--- src/sv/h264fua_pkg.sv ---
// ----------------------------------------------------------------------------
// h264fua_pkg
// Shared types and constants for the H.264 RTP FU-A packetizer.
// ----------------------------------------------------------------------------
`default_nettype none

package h264fua_pkg;

  localparam int unsigned LEN_BITS = 16;
  localparam int unsigned SEG_BITS = 11;
  localparam int unsigned TS_BITS  = 16;
  localparam int unsigned PT_BITS  = 7;
  localparam int unsigned MAX_RES  = 3;
  localparam int unsigned CNT_BITS = 2;
  localparam int unsigned IDX_BITS = 2;
  localparam int unsigned CFG_DATA_BITS = 16;

  // configuration register indexes
  localparam logic [IDX_BITS-1:0] CFG_MAX_PAYLOAD   = 2'd0;
  localparam logic [IDX_BITS-1:0] CFG_FRAME_TS_STEP = 2'd1;
  localparam logic [IDX_BITS-1:0] CFG_PAYLOAD_KIND  = 2'd2;

  localparam logic [SEG_BITS-1:0] MAX_PAYLOAD_RST   = 11'd1400;
  localparam logic [TS_BITS-1:0]  FRAME_TS_STEP_RST = 16'd3600;
  localparam logic [PT_BITS-1:0]  PAYLOAD_KIND_RST  = 7'd100;

  localparam logic [4:0] FU_A_TYPE = 5'd28;
  localparam logic [4:0] NAL_TYPE_SLICE     = 5'd1;
  localparam logic [4:0] NAL_TYPE_IDR_SLICE = 5'd5;

  typedef enum logic [1:0] {
    MODE_IDLE   = 2'd0,
    MODE_SINGLE = 2'd1,
    MODE_FRAG   = 2'd2
  } mode_e;

  typedef struct packed {
    mode_e                mode;
    logic [7:0]           nal_header;
    logic [LEN_BITS-1:0]  bytes_left;
    logic [SEG_BITS-1:0]  fragment_fill;
    logic                 first_fragment;
    logic [SEG_BITS-1:0]  seg_size;
  } fua_state_t;

  typedef struct packed {
    logic [SEG_BITS-1:0] max_payload;
    logic [TS_BITS-1:0]  frame_ts_step;
  } fua_cfg_t;

  typedef struct packed {
    logic [7:0]         out_byte;
    logic               packet_start;
    logic               packet_end;
    logic               marker;
    logic [TS_BITS-1:0] ts_step;
  } fua_res_t;

endpackage

`default_nettype wire

--- src/sv/h264fua_step.sv ---
// ----------------------------------------------------------------------------
// h264fua_step
// Next-state and result logic for one NAL byte: single packet or FU-A.
// ----------------------------------------------------------------------------
`default_nettype none

module h264fua_step import h264fua_pkg::*; (
  input  fua_state_t          state_i,
  input  fua_cfg_t            cfg_i,
  input  logic [7:0]          nal_byte_i,
  input  logic                first_of_nal_i,
  input  logic [15:0]         nal_length_i,
  output fua_state_t          state_o,
  output fua_res_t            res_o [MAX_RES],
  output logic [CNT_BITS-1:0] count_o
);

  logic [LEN_BITS-1:0] len_raw;
  logic [LEN_BITS-1:0] len;
  logic [SEG_BITS-1:0] seg;
  logic [LEN_BITS-1:0] left_dec;
  logic [SEG_BITS-1:0] fill_inc;
  logic [7:0]          hdr_cur;
  logic [TS_BITS-1:0]  slice_ts;
  logic [7:0]          fu_ind;
  logic [7:0]          fu_hdr;
  fua_res_t            data_res;
  fua_res_t            zero_res;

  assign len_raw  = nal_length_i[LEN_BITS-1:0];
  assign len      = (len_raw == '0) ? LEN_BITS'(1) : len_raw;
  assign seg      = (cfg_i.max_payload == '0) ? SEG_BITS'(1) : cfg_i.max_payload;
  assign left_dec = state_i.bytes_left - LEN_BITS'(1);
  assign fill_inc = state_i.fragment_fill + SEG_BITS'(1);

  // header in effect for this byte: a new one on the first byte
  assign hdr_cur  = first_of_nal_i ? nal_byte_i : state_i.nal_header;
  assign slice_ts = (hdr_cur[4:0] == NAL_TYPE_SLICE || hdr_cur[4:0] == NAL_TYPE_IDR_SLICE)
                    ? cfg_i.frame_ts_step : '0;

  assign fu_ind = {state_i.nal_header[7:5], FU_A_TYPE};
  assign fu_hdr = {state_i.first_fragment,
                   (state_i.bytes_left <= LEN_BITS'(state_i.seg_size)),
                   1'b0, state_i.nal_header[4:0]};

  assign zero_res = '{out_byte: 8'h00, packet_start: 1'b0, packet_end: 1'b0,
                      marker: 1'b0, ts_step: '0};

  always_comb begin
    state_o  = state_i;
    count_o  = '0;
    data_res = '{out_byte: nal_byte_i, packet_start: 1'b0, packet_end: 1'b0,
                 marker: 1'b0, ts_step: '0};
    for (int i = 0; i < MAX_RES; i++) begin
      res_o[i] = zero_res;
    end

    if (first_of_nal_i) begin
      state_o.seg_size       = seg;
      state_o.nal_header     = nal_byte_i;
      state_o.bytes_left     = len - LEN_BITS'(1);
      state_o.fragment_fill  = '0;
      state_o.first_fragment = 1'b1;
      if (len <= LEN_BITS'(seg)) begin
        data_res.packet_start = 1'b1;
        if (len == LEN_BITS'(1)) begin
          data_res.packet_end = 1'b1;
          data_res.marker     = 1'b1;
          data_res.ts_step    = slice_ts;
          state_o.mode        = MODE_IDLE;
        end else begin
          state_o.mode = MODE_SINGLE;
        end
        res_o[0] = data_res;
        count_o  = CNT_BITS'(1);
      end else begin
        state_o.mode = MODE_FRAG;
      end
    end else begin
      case (state_i.mode)
        MODE_SINGLE: begin
          state_o.bytes_left = left_dec;
          if (left_dec == '0) begin
            data_res.packet_end = 1'b1;
            data_res.marker     = 1'b1;
            data_res.ts_step    = slice_ts;
            state_o.mode        = MODE_IDLE;
          end
          res_o[0] = data_res;
          count_o  = CNT_BITS'(1);
        end
        MODE_FRAG: begin
          state_o.bytes_left     = left_dec;
          state_o.fragment_fill  = fill_inc;
          if (left_dec == '0) begin
            data_res.packet_end   = 1'b1;
            data_res.marker       = 1'b1;
            data_res.ts_step      = cfg_i.frame_ts_step;
            state_o.fragment_fill = '0;
            state_o.mode          = MODE_IDLE;
          end else if (fill_inc >= state_i.seg_size) begin
            data_res.packet_end   = 1'b1;
            state_o.fragment_fill = '0;
          end
          if (state_i.fragment_fill == '0) begin
            // fragment opens: FU indicator and FU header go out first
            res_o[0] = '{out_byte: fu_ind, packet_start: 1'b1, packet_end: 1'b0,
                         marker: 1'b0, ts_step: '0};
            res_o[1] = '{out_byte: fu_hdr, packet_start: 1'b0, packet_end: 1'b0,
                         marker: 1'b0, ts_step: '0};
            res_o[2] = data_res;
            count_o  = CNT_BITS'(3);
            state_o.first_fragment = 1'b0;
          end else begin
            res_o[0] = data_res;
            count_o  = CNT_BITS'(1);
          end
        end
        default: begin
          // stray byte outside a unit: dropped
          count_o = '0;
        end
      endcase
    end
  end

endmodule

`default_nettype wire

--- src/sv/h264_rtp_fua_packetizer_core.sv ---
// ----------------------------------------------------------------------------
// h264_rtp_fua_packetizer_core
// H.264 RTP payload packetizer: single NAL unit packets and FU-A fragments.
// ----------------------------------------------------------------------------
// One NAL byte is taken per request and its results (at most three) are
// loaded into a result register that drives the output one byte per cycle
// unless the output stalls. Plain data bytes pass at one byte per cycle
// likewise. The first data byte of each FU-A fragment yields three bytes
// (FU indicator, FU header, data), so the input holds off until all three
// have been taken; a fragmented NAL's header byte yields nothing. Throughput
// is set by the single output port draining the result register; the next
// request is taken in the same cycle the last result of the current one is taken.
`default_nettype none

module h264_rtp_fua_packetizer_core import h264fua_pkg::*; (
  input  logic                     clk_i,
  input  logic                     rst_ni,
  input  logic                     cfg_valid_i,
  output logic                     cfg_ready_o,
  input  logic [IDX_BITS-1:0]      cfg_index_i,
  input  logic [CFG_DATA_BITS-1:0] cfg_data_i,
  input  logic                     in_valid_i,
  output logic                     in_ready_o,
  input  logic [7:0]               nal_byte_i,
  input  logic                     first_of_nal_i,
  input  logic [15:0]              nal_length_i,
  output logic                     out_valid_o,
  input  logic                     out_ready_i,
  output logic [7:0]               out_byte_o,
  output logic                     packet_start_o,
  output logic                     packet_end_o,
  output logic                     marker_o,
  output logic [TS_BITS-1:0]       ts_step_o,
  output logic [PT_BITS-1:0]       payload_type_o,
  output logic                     run_last_o
);

  fua_cfg_t            cfg_q;
  logic [PT_BITS-1:0]  payload_kind_q;
  fua_state_t          state_q, state_d;
  fua_res_t            res_d [MAX_RES];
  fua_res_t            res_q [MAX_RES];
  logic [CNT_BITS-1:0] cnt_q, cnt_d;
  logic [IDX_BITS-1:0] idx_q;
  logic [PT_BITS-1:0]  pt_q;
  logic                in_acc;
  logic                pop;
  logic                last_pop;
  fua_res_t            cur;

  h264fua_step u_step (
    .state_i        (state_q),
    .cfg_i          (cfg_q),
    .nal_byte_i     (nal_byte_i),
    .first_of_nal_i (first_of_nal_i),
    .nal_length_i   (nal_length_i),
    .state_o        (state_d),
    .res_o          (res_d),
    .count_o        (cnt_d)
  );

  assign cfg_ready_o = 1'b1;

  always_ff @(posedge clk_i or negedge rst_ni) begin
    if (!rst_ni) begin
      cfg_q.max_payload   <= MAX_PAYLOAD_RST;
      cfg_q.frame_ts_step <= FRAME_TS_STEP_RST;
      payload_kind_q      <= PAYLOAD_KIND_RST;
    end else if (cfg_valid_i) begin
      case (cfg_index_i)
        CFG_MAX_PAYLOAD:   cfg_q.max_payload   <= cfg_data_i[SEG_BITS-1:0];
        CFG_FRAME_TS_STEP: cfg_q.frame_ts_step <= cfg_data_i[TS_BITS-1:0];
        CFG_PAYLOAD_KIND:  payload_kind_q      <= cfg_data_i[PT_BITS-1:0];
        default: ;
      endcase
    end
  end

  assign cur      = res_q[idx_q];
  assign pop      = out_valid_o && out_ready_i;
  assign last_pop = pop && (CNT_BITS'(idx_q) == cnt_q - CNT_BITS'(1));
  assign in_ready_o = (cnt_q == '0) || last_pop;
  assign in_acc   = in_valid_i && in_ready_o;

  always_ff @(posedge clk_i or negedge rst_ni) begin
    if (!rst_ni) begin
      state_q <= '{mode: MODE_IDLE, nal_header: 8'h00, bytes_left: '0,
                   fragment_fill: '0, first_fragment: 1'b1,
                   seg_size: MAX_PAYLOAD_RST};
      cnt_q   <= '0;
      idx_q   <= '0;
    end else begin
      if (in_acc) begin
        state_q <= state_d;
        cnt_q   <= cnt_d;
        idx_q   <= '0;
      end else if (last_pop) begin
        cnt_q <= '0;
        idx_q <= '0;
      end else if (pop) begin
        idx_q <= idx_q + IDX_BITS'(1);
      end
    end
  end

  always_ff @(posedge clk_i) begin
    if (in_acc) begin
      res_q <= res_d;
      pt_q  <= payload_kind_q;
    end
  end

  assign out_valid_o    = (cnt_q != '0);
  assign out_byte_o     = cur.out_byte;
  assign packet_start_o = cur.packet_start;
  assign packet_end_o   = cur.packet_end;
  assign marker_o       = cur.marker;
  assign ts_step_o      = cur.ts_step;
  assign payload_type_o = pt_q;
  assign run_last_o     = (CNT_BITS'(idx_q) == cnt_q - CNT_BITS'(1));

  // read pointer always inside the loaded burst
  a_idx_in_burst: assert property (@(posedge clk_i) disable iff (!rst_ni)
    out_valid_o |-> (CNT_BITS'(idx_q) < cnt_q))
    else $error("result index beyond burst");

  // a new request only lands on an empty or draining result register
  a_no_overwrite: assert property (@(posedge clk_i) disable iff (!rst_ni)
    (in_acc && out_valid_o) |-> last_pop)
    else $error("request taken over pending results");

  // marker only ever closes a packet
  a_marker_end: assert property (@(posedge clk_i) disable iff (!rst_ni)
    (out_valid_o && marker_o) |-> packet_end_o)
    else $error("marker without packet end");

  // fragment fill stays below the segment size sampled for the unit
  a_fill_bound: assert property (@(posedge clk_i) disable iff (!rst_ni)
    (state_q.mode == MODE_FRAG) |-> (state_q.fragment_fill < state_q.seg_size))
    else $error("fragment fill overran segment size");

  // burst not taken stays put
  a_hold_burst: assert property (@(posedge clk_i) disable iff (!rst_ni)
    (out_valid_o && !out_ready_i) |=> ($stable(idx_q) && $stable(cnt_q)))
    else $error("burst changed while stalled");

endmodule

`default_nettype wire

--- config.mk ---
export PLATFORM = sky130hd
export DESIGN_NAME = h264_rtp_fua_packetizer_core
export DESIGN_NICKNAME = d
export VERILOG_FILES = /design/src/sv/h264fua_pkg.sv /design/src/sv/h264fua_step.sv /design/src/sv/h264_rtp_fua_packetizer_core.sv
export SDC_FILE = /design/constraint.sdc
export NUM_CORES = 1
export LEC_CHECK = 0
export ABC_CLOCK_PERIOD_IN_PS = 3800
export BUFFER_PORTS_ARGS = -buffer_cell sky130_fd_sc_hd__buf_2
export CORE_ASPECT_RATIO = 0.5
export CORE_MARGIN = 1
export CORE_UTILIZATION = 55
export DETAILED_ROUTE_END_ITERATION = 7
export HOLD_SLACK_MARGIN = 0.08
export PLACE_DENSITY = 0.78
export SLEW_MARGIN = 20
export SYNTH_ARGS = -nofsm -noshare
export SYNTH_HDL_FRONTEND = slang
export SYNTH_HIERARCHICAL = 1
export SYNTH_SLANG_ARGS = --single-unit
--- constraint.sdc ---
create_clock -name clk_i -period 3.8 [get_ports clk_i]
set_input_delay 0 -clock clk_i [delete_from_list [all_inputs] [get_ports clk_i]]
set_output_delay 0 -clock clk_i [all_outputs]
set_load 0.005 [all_outputs]
### After elaboration in Yosys (flattened, before gate mapping)

Cells that the tools add are included.

* $add $sub $neg: 5
* magnitude comparators: 4
* multipliers: 0
* muxes and demuxes: 36
* divide/modulo/power cells: 0
* equal/unequal tests: 8
* shifts and indexed selects: 0
* reductions and logical operators: 29
* bitwise operators: 3

Operator list (number)
* $mux W27: 5
* $bmux W27 S2: 1
* $pmux W27 S2: 1
* $mux W16: 3
* $mux W18: 2
* $mux W11: 3
* $le A16 B11 Y1: 2
* $logic_not A16 Y1: 2
* $sub A16 B1 Y16 const B: 2
* $mux W28: 1
* $logic_not A11 Y1: 2
* $mux W2: 11
* $mux W17: 1
* $eq A16 B1 Y1 const B: 1
* $mux W12: 1
* $reduce_and A2 Y1: 6
* $reduce_bool A2 Y1: 6
* $add A11 B1 Y11 const B: 1
* $ge A11 B11 Y1: 1
* $reduce_and A3 Y1: 2
* $eq A5 B1 Y1 const B: 1
* $eq A5 B3 Y1 const B: 1
* $mux W1: 5
* $mux W5: 1
* 15 further kinds: 23

* bits in latches: 0
* memories kept: 0
* bits in registers: 175
* logic and storage cells: 114
* memory bits (read-only): 0
* output and inout bits: 38
* bits of input ports: 48
* RAM bits: 0

### Logic depth before layout (Yosys ltp)

* depth in word-level cells: 7
* depth in mapped cells: 12
* gate-level depth less buffers: 12

### Hierarchy

The synthesis kept the hierarchy.

Modules (own cells, without submodules)
* h264_rtp_fua_packetizer_core: sequential area each 4844.6 um^2, times used 1, area an instance 6780.3 um^2, cells an instance 389
* h264fua_step: sequential area each 0.0 um^2, times used 1, area an instance 3285.7 um^2, cells an instance 495

### Worst setup path after synthesis

Ideal clock, no wire load.

* path type: register to register
* start: reg cnt_q[0]
* end: reg pt_q[0] (netlist: payload_type_o[0]), enable pin
* buffers on the path: 2
* period minus slack after synthesis: 3651 ps
* path slack: 149 ps
* arrival: 3209 ps
* stages on the path, launching flop included: 8
* setup time: 442 ps
* data required time: 3358 ps
* cell sequence: dfrtp_1 > inv_1 > ha_1 > xnor2_1 > o31a_1 > buf_6 > buf_6 > inv_1

* word-level cells in the longest chain between the ends: 5
* elaborated cells on any way between the ends: 8
* those cells by class: add/sub (1); eq/ne (1); reduce/logical (6)

RTL lines
* start: declaration: RTL line h264_rtp_fua_packetizer_core.sv:43 `logic [CNT_BITS-1:0] cnt_q, cnt_d;`
* start signal: assignment: RTL line h264_rtp_fua_packetizer_core.sv:95 `cnt_q <= cnt_d;`
* $sub A2 B1 Y2 or $reduce_bool A2 Y1 (tied branches): RTL line h264_rtp_fua_packetizer_core.sv:81, h264_rtp_fua_packetizer_core.sv:113
* $eq A2 B2 Y1 or $logic_and A1 B1 Y1 (tied branches): RTL line h264_rtp_fua_packetizer_core.sv:81, h264_rtp_fua_packetizer_core.sv:80
* $logic_and A1 B1 Y1: RTL line h264_rtp_fua_packetizer_core.sv:81 `assign last_pop = pop && (CNT_BITS'(idx_q) == cnt_q - CNT_BITS'(1));`
* $logic_or A1 B1 Y1 *: RTL line h264_rtp_fua_packetizer_core.sv:82 `assign in_ready_o = (cnt_q == '0) || last_pop;`
* $logic_and A1 B1 Y1 *: RTL line h264_rtp_fua_packetizer_core.sv:83 `assign in_acc = in_valid_i && in_ready_o;`
* named net in_acc: RTL line h264_rtp_fua_packetizer_core.sv:46 `logic in_acc;`
* end signal: assignment: RTL line h264_rtp_fua_packetizer_core.sv:109 `pt_q <= payload_kind_q;`
* end: declaration: RTL line h264_rtp_fua_packetizer_core.sv:45 `logic [PT_BITS-1:0] pt_q;`

The timed path passes the listed nets; every way through them passes the cells marked *.
A chain may end at the register's enable or synchronous reset.

==> implementation parameters <==
Parameter                              Value

Place
  HPWL Detailed ... 15,100 um
  Count of port buffers added during placement ... 84
  Gpl congestion ... 0.920

Logic synthesis
  Seq/Total Area, Yosys ... between 40% and 50%
  Predominant post-synthesis flop cell ... sky130_fd_sc_hd__edfxtp_1
  Average instance area after synthesis ... 11.4 um^2
  Netlist cell types ... 62
  Most used standard cells in the synthesized netlist ... 88 x sky130_fd_sc_hd__edfxtp_1, 75 x sky130_fd_sc_hd__nand2_1, 67 x sky130_fd_sc_hd__dfrtp_1
  Cell type contributing the most total cell area after synthesis ... sky130_fd_sc_hd__edfxtp_1
  Synthesized instance count ... 884
  YS warnings ... 6
  Synthesized flop and latch total ... 175
  Number of synthesized flops with an enable pin ... 88
  Async SR Flop Fraction ... 49.7%
  Top cells by area in the synthesized netlist ... sky130_fd_sc_hd__edfxtp_1 26%, sky130_fd_sc_hd__dfrtp_1 17%, sky130_fd_sc_hd__mux2_4 7.0%
  Most instantiated library cell after synthesis ... sky130_fd_sc_hd__edfxtp_1
  Post-synth top area share ... 26.3%
  Post-synthesis cell area ... 10,100 um^2

Global routing
  Number of antenna violations at the first check in global routing ... 0
  Global-route wire length before repair ... 37,900 um
  Pin count of the biggest net entering global routing ... 64
  Global route total overflow ... 0
  Vias in the first global route ... 7,158
  Global Route Usage Sum ... 25.7%

Floorplanning
  Initial core utilization ... 57.0%
  Core region area ... 17,700 um^2
  Floorplan row count ... 34
  Die outline area ... 18,900 um^2
  Vertical die dimension ... 97.7 um
  Number of top-level pins ... 86
  Horizontal die dimension ... between 150 and 200 um

Layout
  Share of layout cells above drive strength 1 ... between 20% and 30%
  Diode insertion count for antenna repair ... 0
  Layout Nets ... about 1,100
  Layout fillers ... 1,273
  Sequential Area ... 4850 um^2
  Area grow syn2layout ... 14.1%
  Multi-input gate area in the final layout ... 4740 um^2

Drt
  Drt wl/cell ... 19.1 um
  Residual DRC count ... 6
  Mean number of vias per cell ... between 5 and 6
  DRT Pass-1 Iters ... 8
  Sum of routed wire length over all layers ... 23,300 um
  Detail Route Antenna Nets ... 0
  Routed vias ... 7,130
  Initial DRC Count ... 559

Timing
  Setup_tns ... 0 ns
  Unrepaired setup endpoints after global routing ... false
  Tightest Pin Transition ... 0.970 ns
  Clk_skew ... 0.0181 ns
  Final Hold Viols ... 0
  Fin crit period ... 3.39 ns
  Final number of max-transition violations ... 0
  Worst slew margin relative to its limit ... 35.0%
  Number of failing setup endpoints in the final timing report ... 0
  Fmax ... 295 MHz
  Final worst-path cycle share ... between 80% and 90%

Min path
  Hold Path Class ... in2reg
  End point of the worst hold path ... state_q[29]
  Min-Delay Startpoint ... nal_length_i[6]
  Number of stages on the worst hold path ... 4

Worst setup path
  Start point of the critical path ... state_q[14]
  Worst Reg-to-Reg Cells ... 12
  Crit Path Category ... reg2reg
  CP startpoint kind ... flop
  Arrival time worst endpoint ... 3.76 ns
  Maximum fanout encountered on the critical timing path ... 8
  Setup crit end kind ... flop
  Minimum setup slack among reg-to-reg paths ... 0.41 ns
  Worst r2r src ... state_q[14]
  R2R Path End ... state_q[12]
  Required arrival time at the worst endpoint ... 4.17 ns

Clocking
  Clock latency on the worst-skew pair ... 0.44 ns
  Longest Clk Path Bufs ... 2
  Clk sink count ... ~180
  Clock tree from TritonCTS ... yes
  CTS H-Tree Depth ... 4
  Clock-pin transition on the worst setup and hold timing paths ... 0.07 ns
  Root Buffer Master ... sky130_fd_sc_hd__clkbuf_16
  Number of clock buffers inserted by TritonCTS ... 17

Run status
  Violated checks ... design-rule violations
  Run status ... complete, but fails checks

Power and ir drop
  Clock power frac ... 22.6%
  Leakage component of the power ... 4.91 nW
  Power share of the combinational group ... 38.4%
  Internal Power ... approximately 0.0053 W
  Proportion of total power due to net switching ... 36.8%
  Total power ... around 0.0083 W
  Net switching power ... 0.00307 W
  Power Dens Cells ... 726 nW/um^2
  Max rail drop VDD ... 0.496 mV
  Sequential fraction of design power ... approximately two fifths

Job
  Max-Cap Viols ... 0
[per-stage QoR]
| stage | hold slack (ns) | instances | utilization (%) | instance area [um^2] | setup slack (ns) |
|---|---|---|---|---|---|
| floorplan | -0.296 | 904 | - | 10100 | 0.149 |
| CTS | 0.112 | 1223 | 65.0 | 11500 | 0.320 |
| detailed placement | 0.139 | 1163 | 59.8 | 10600 | 0.345 |
| global route | 0.139 | 1223 | 65.1 | 11500 | 0.0959 |
| finish | 0.134 | 1223 | 65.1 | 11500 | 0.408 |
| global placement | 0.127 | 1163 | 59.8 | 10600 | 0.596 |
[area by class of cell]
cell class | count | area share [%]
clock buffer | 17 | 3.70
timing repair buffer | 125 | 7.08
tap | 234 | 2.55
clock inverter | 15 | 1.86
multi-input combinational | 617 | 41.3
inverter | 40 | 1.32
sequential | 175 | 42.2
[worst max-delay path: stages (launching register included)]
cell and delay, ns:
sky130_fd_sc_hd__dfrtp_1 0.52, sky130_fd_sc_hd__and3_1 0.24, sky130_fd_sc_hd__and3_1 0.22, sky130_fd_sc_hd__xor2_1 0.24, sky130_fd_sc_hd__ha_1 0.30, sky130_fd_sc_hd__a21o_1 0.17, sky130_fd_sc_hd__a2111oi_0 0.42, sky130_fd_sc_hd__o21ai_0 0.20
sky130_fd_sc_hd__a221oi_2 0.34, sky130_fd_sc_hd__buf_4 0.18, sky130_fd_sc_hd__o211ai_1 0.12, sky130_fd_sc_hd__o21ai_0 0.21, sky130_fd_sc_hd__mux2_4 0.17
[power by group through the flow]
stage / Combinational, W / Clock, W / Sequential, W
after global routing: 0.00350 / 0.00198 / 0.00333
after detailed placement: 0.00310 / 0 / 0.00326
after global placement: 0.00298 / 0 / 0.00322
after floorplan: 0.00235 / 0 / 0.00309
final: 0.00320 / 0.00188 / 0.00325
after CTS: 0.00316 / 0.00190 / 0.00324
[flip-flops by register name, indices dropped and copies added (netlist names)]
signal          count
cfg_q              27
cnt_q               2
idx_q               2
payload_kind_q      7
payload_type_o      7
res_q              81
state_q            49
[kinds of logic after synthesis]
| kind of cell | count (synthesis) | share of synthesized area [%] |
|---|---|---|
| and+or+nand+nor | 252 | 13.6 |
| DFF | 175 | 48.1 |
| AOI/OAI and AO/OA | 141 | 8.99 |
| muxes | 122 | 15.1 |
| buffers and inverters | 112 | 5.62 |
| adders and majority gates | 42 | 5.22 |
| xor gates and xnor gates | 38 | 3.31 |
| other | 2 | 0.0746 |
[cell usage in the layout (no fill, tap or decap), types with 14 or more instances in the layout]
| cell | instances |
|---|---|
| sky130_fd_sc_hd__a21oi_1 | 21 |
| sky130_fd_sc_hd__and2_1 | 38 |
| sky130_fd_sc_hd__and3_1 | 19 |
| sky130_fd_sc_hd__buf_2 | 83 |
| sky130_fd_sc_hd__clkbuf_16 | 17 |
| sky130_fd_sc_hd__conb_1 | 22 |
| sky130_fd_sc_hd__dfrtp_1 | 66 |
| sky130_fd_sc_hd__dfstp_2 | 20 |
| sky130_fd_sc_hd__dlygate4sd3_1 | 28 |
| sky130_fd_sc_hd__edfxtp_1 | 88 |
| sky130_fd_sc_hd__ha_1 | 42 |
| sky130_fd_sc_hd__inv_1 | 39 |
| sky130_fd_sc_hd__mux2_2 | 47 |
| sky130_fd_sc_hd__mux2_4 | 47 |
| sky130_fd_sc_hd__mux2i_1 | 28 |
| sky130_fd_sc_hd__nand2_1 | 75 |
| sky130_fd_sc_hd__nand3_1 | 14 |
| sky130_fd_sc_hd__nor2_1 | 29 |
| sky130_fd_sc_hd__o21ai_0 | 60 |
| sky130_fd_sc_hd__xnor2_1 | 22 |
| sky130_fd_sc_hd__xor2_1 | 16 |
[worst max-delay path by stage]
| stage | endpoint |
|---|---|
| floorplan | payload_type_o[0] |
| global placement | state_q[14] |
| detailed placement | state_q[14] |
| CTS | state_q[14] |
| global route | state_q[14] |
| finish | state_q[12] |
[repair_timing]
action,CTS,global route
endpoints found under the setup margin,0,4
buffers inserted,0,0
gates resized for setup,0,2
hold endpoints to repair,112,0
hold buffers,28,0
[layer usage]
layer	track usage, %	share of wire (%)	wire length, um	vias up
met1	34.5	45	10400	3504
met2	42.5	47	11000	262
met5	0	0	0	-
met3	4.79	6.4	1500	42
li1	-	-	-	3322
met4	7.82	1.6	376	0
(Power assumes the default switching activity.)
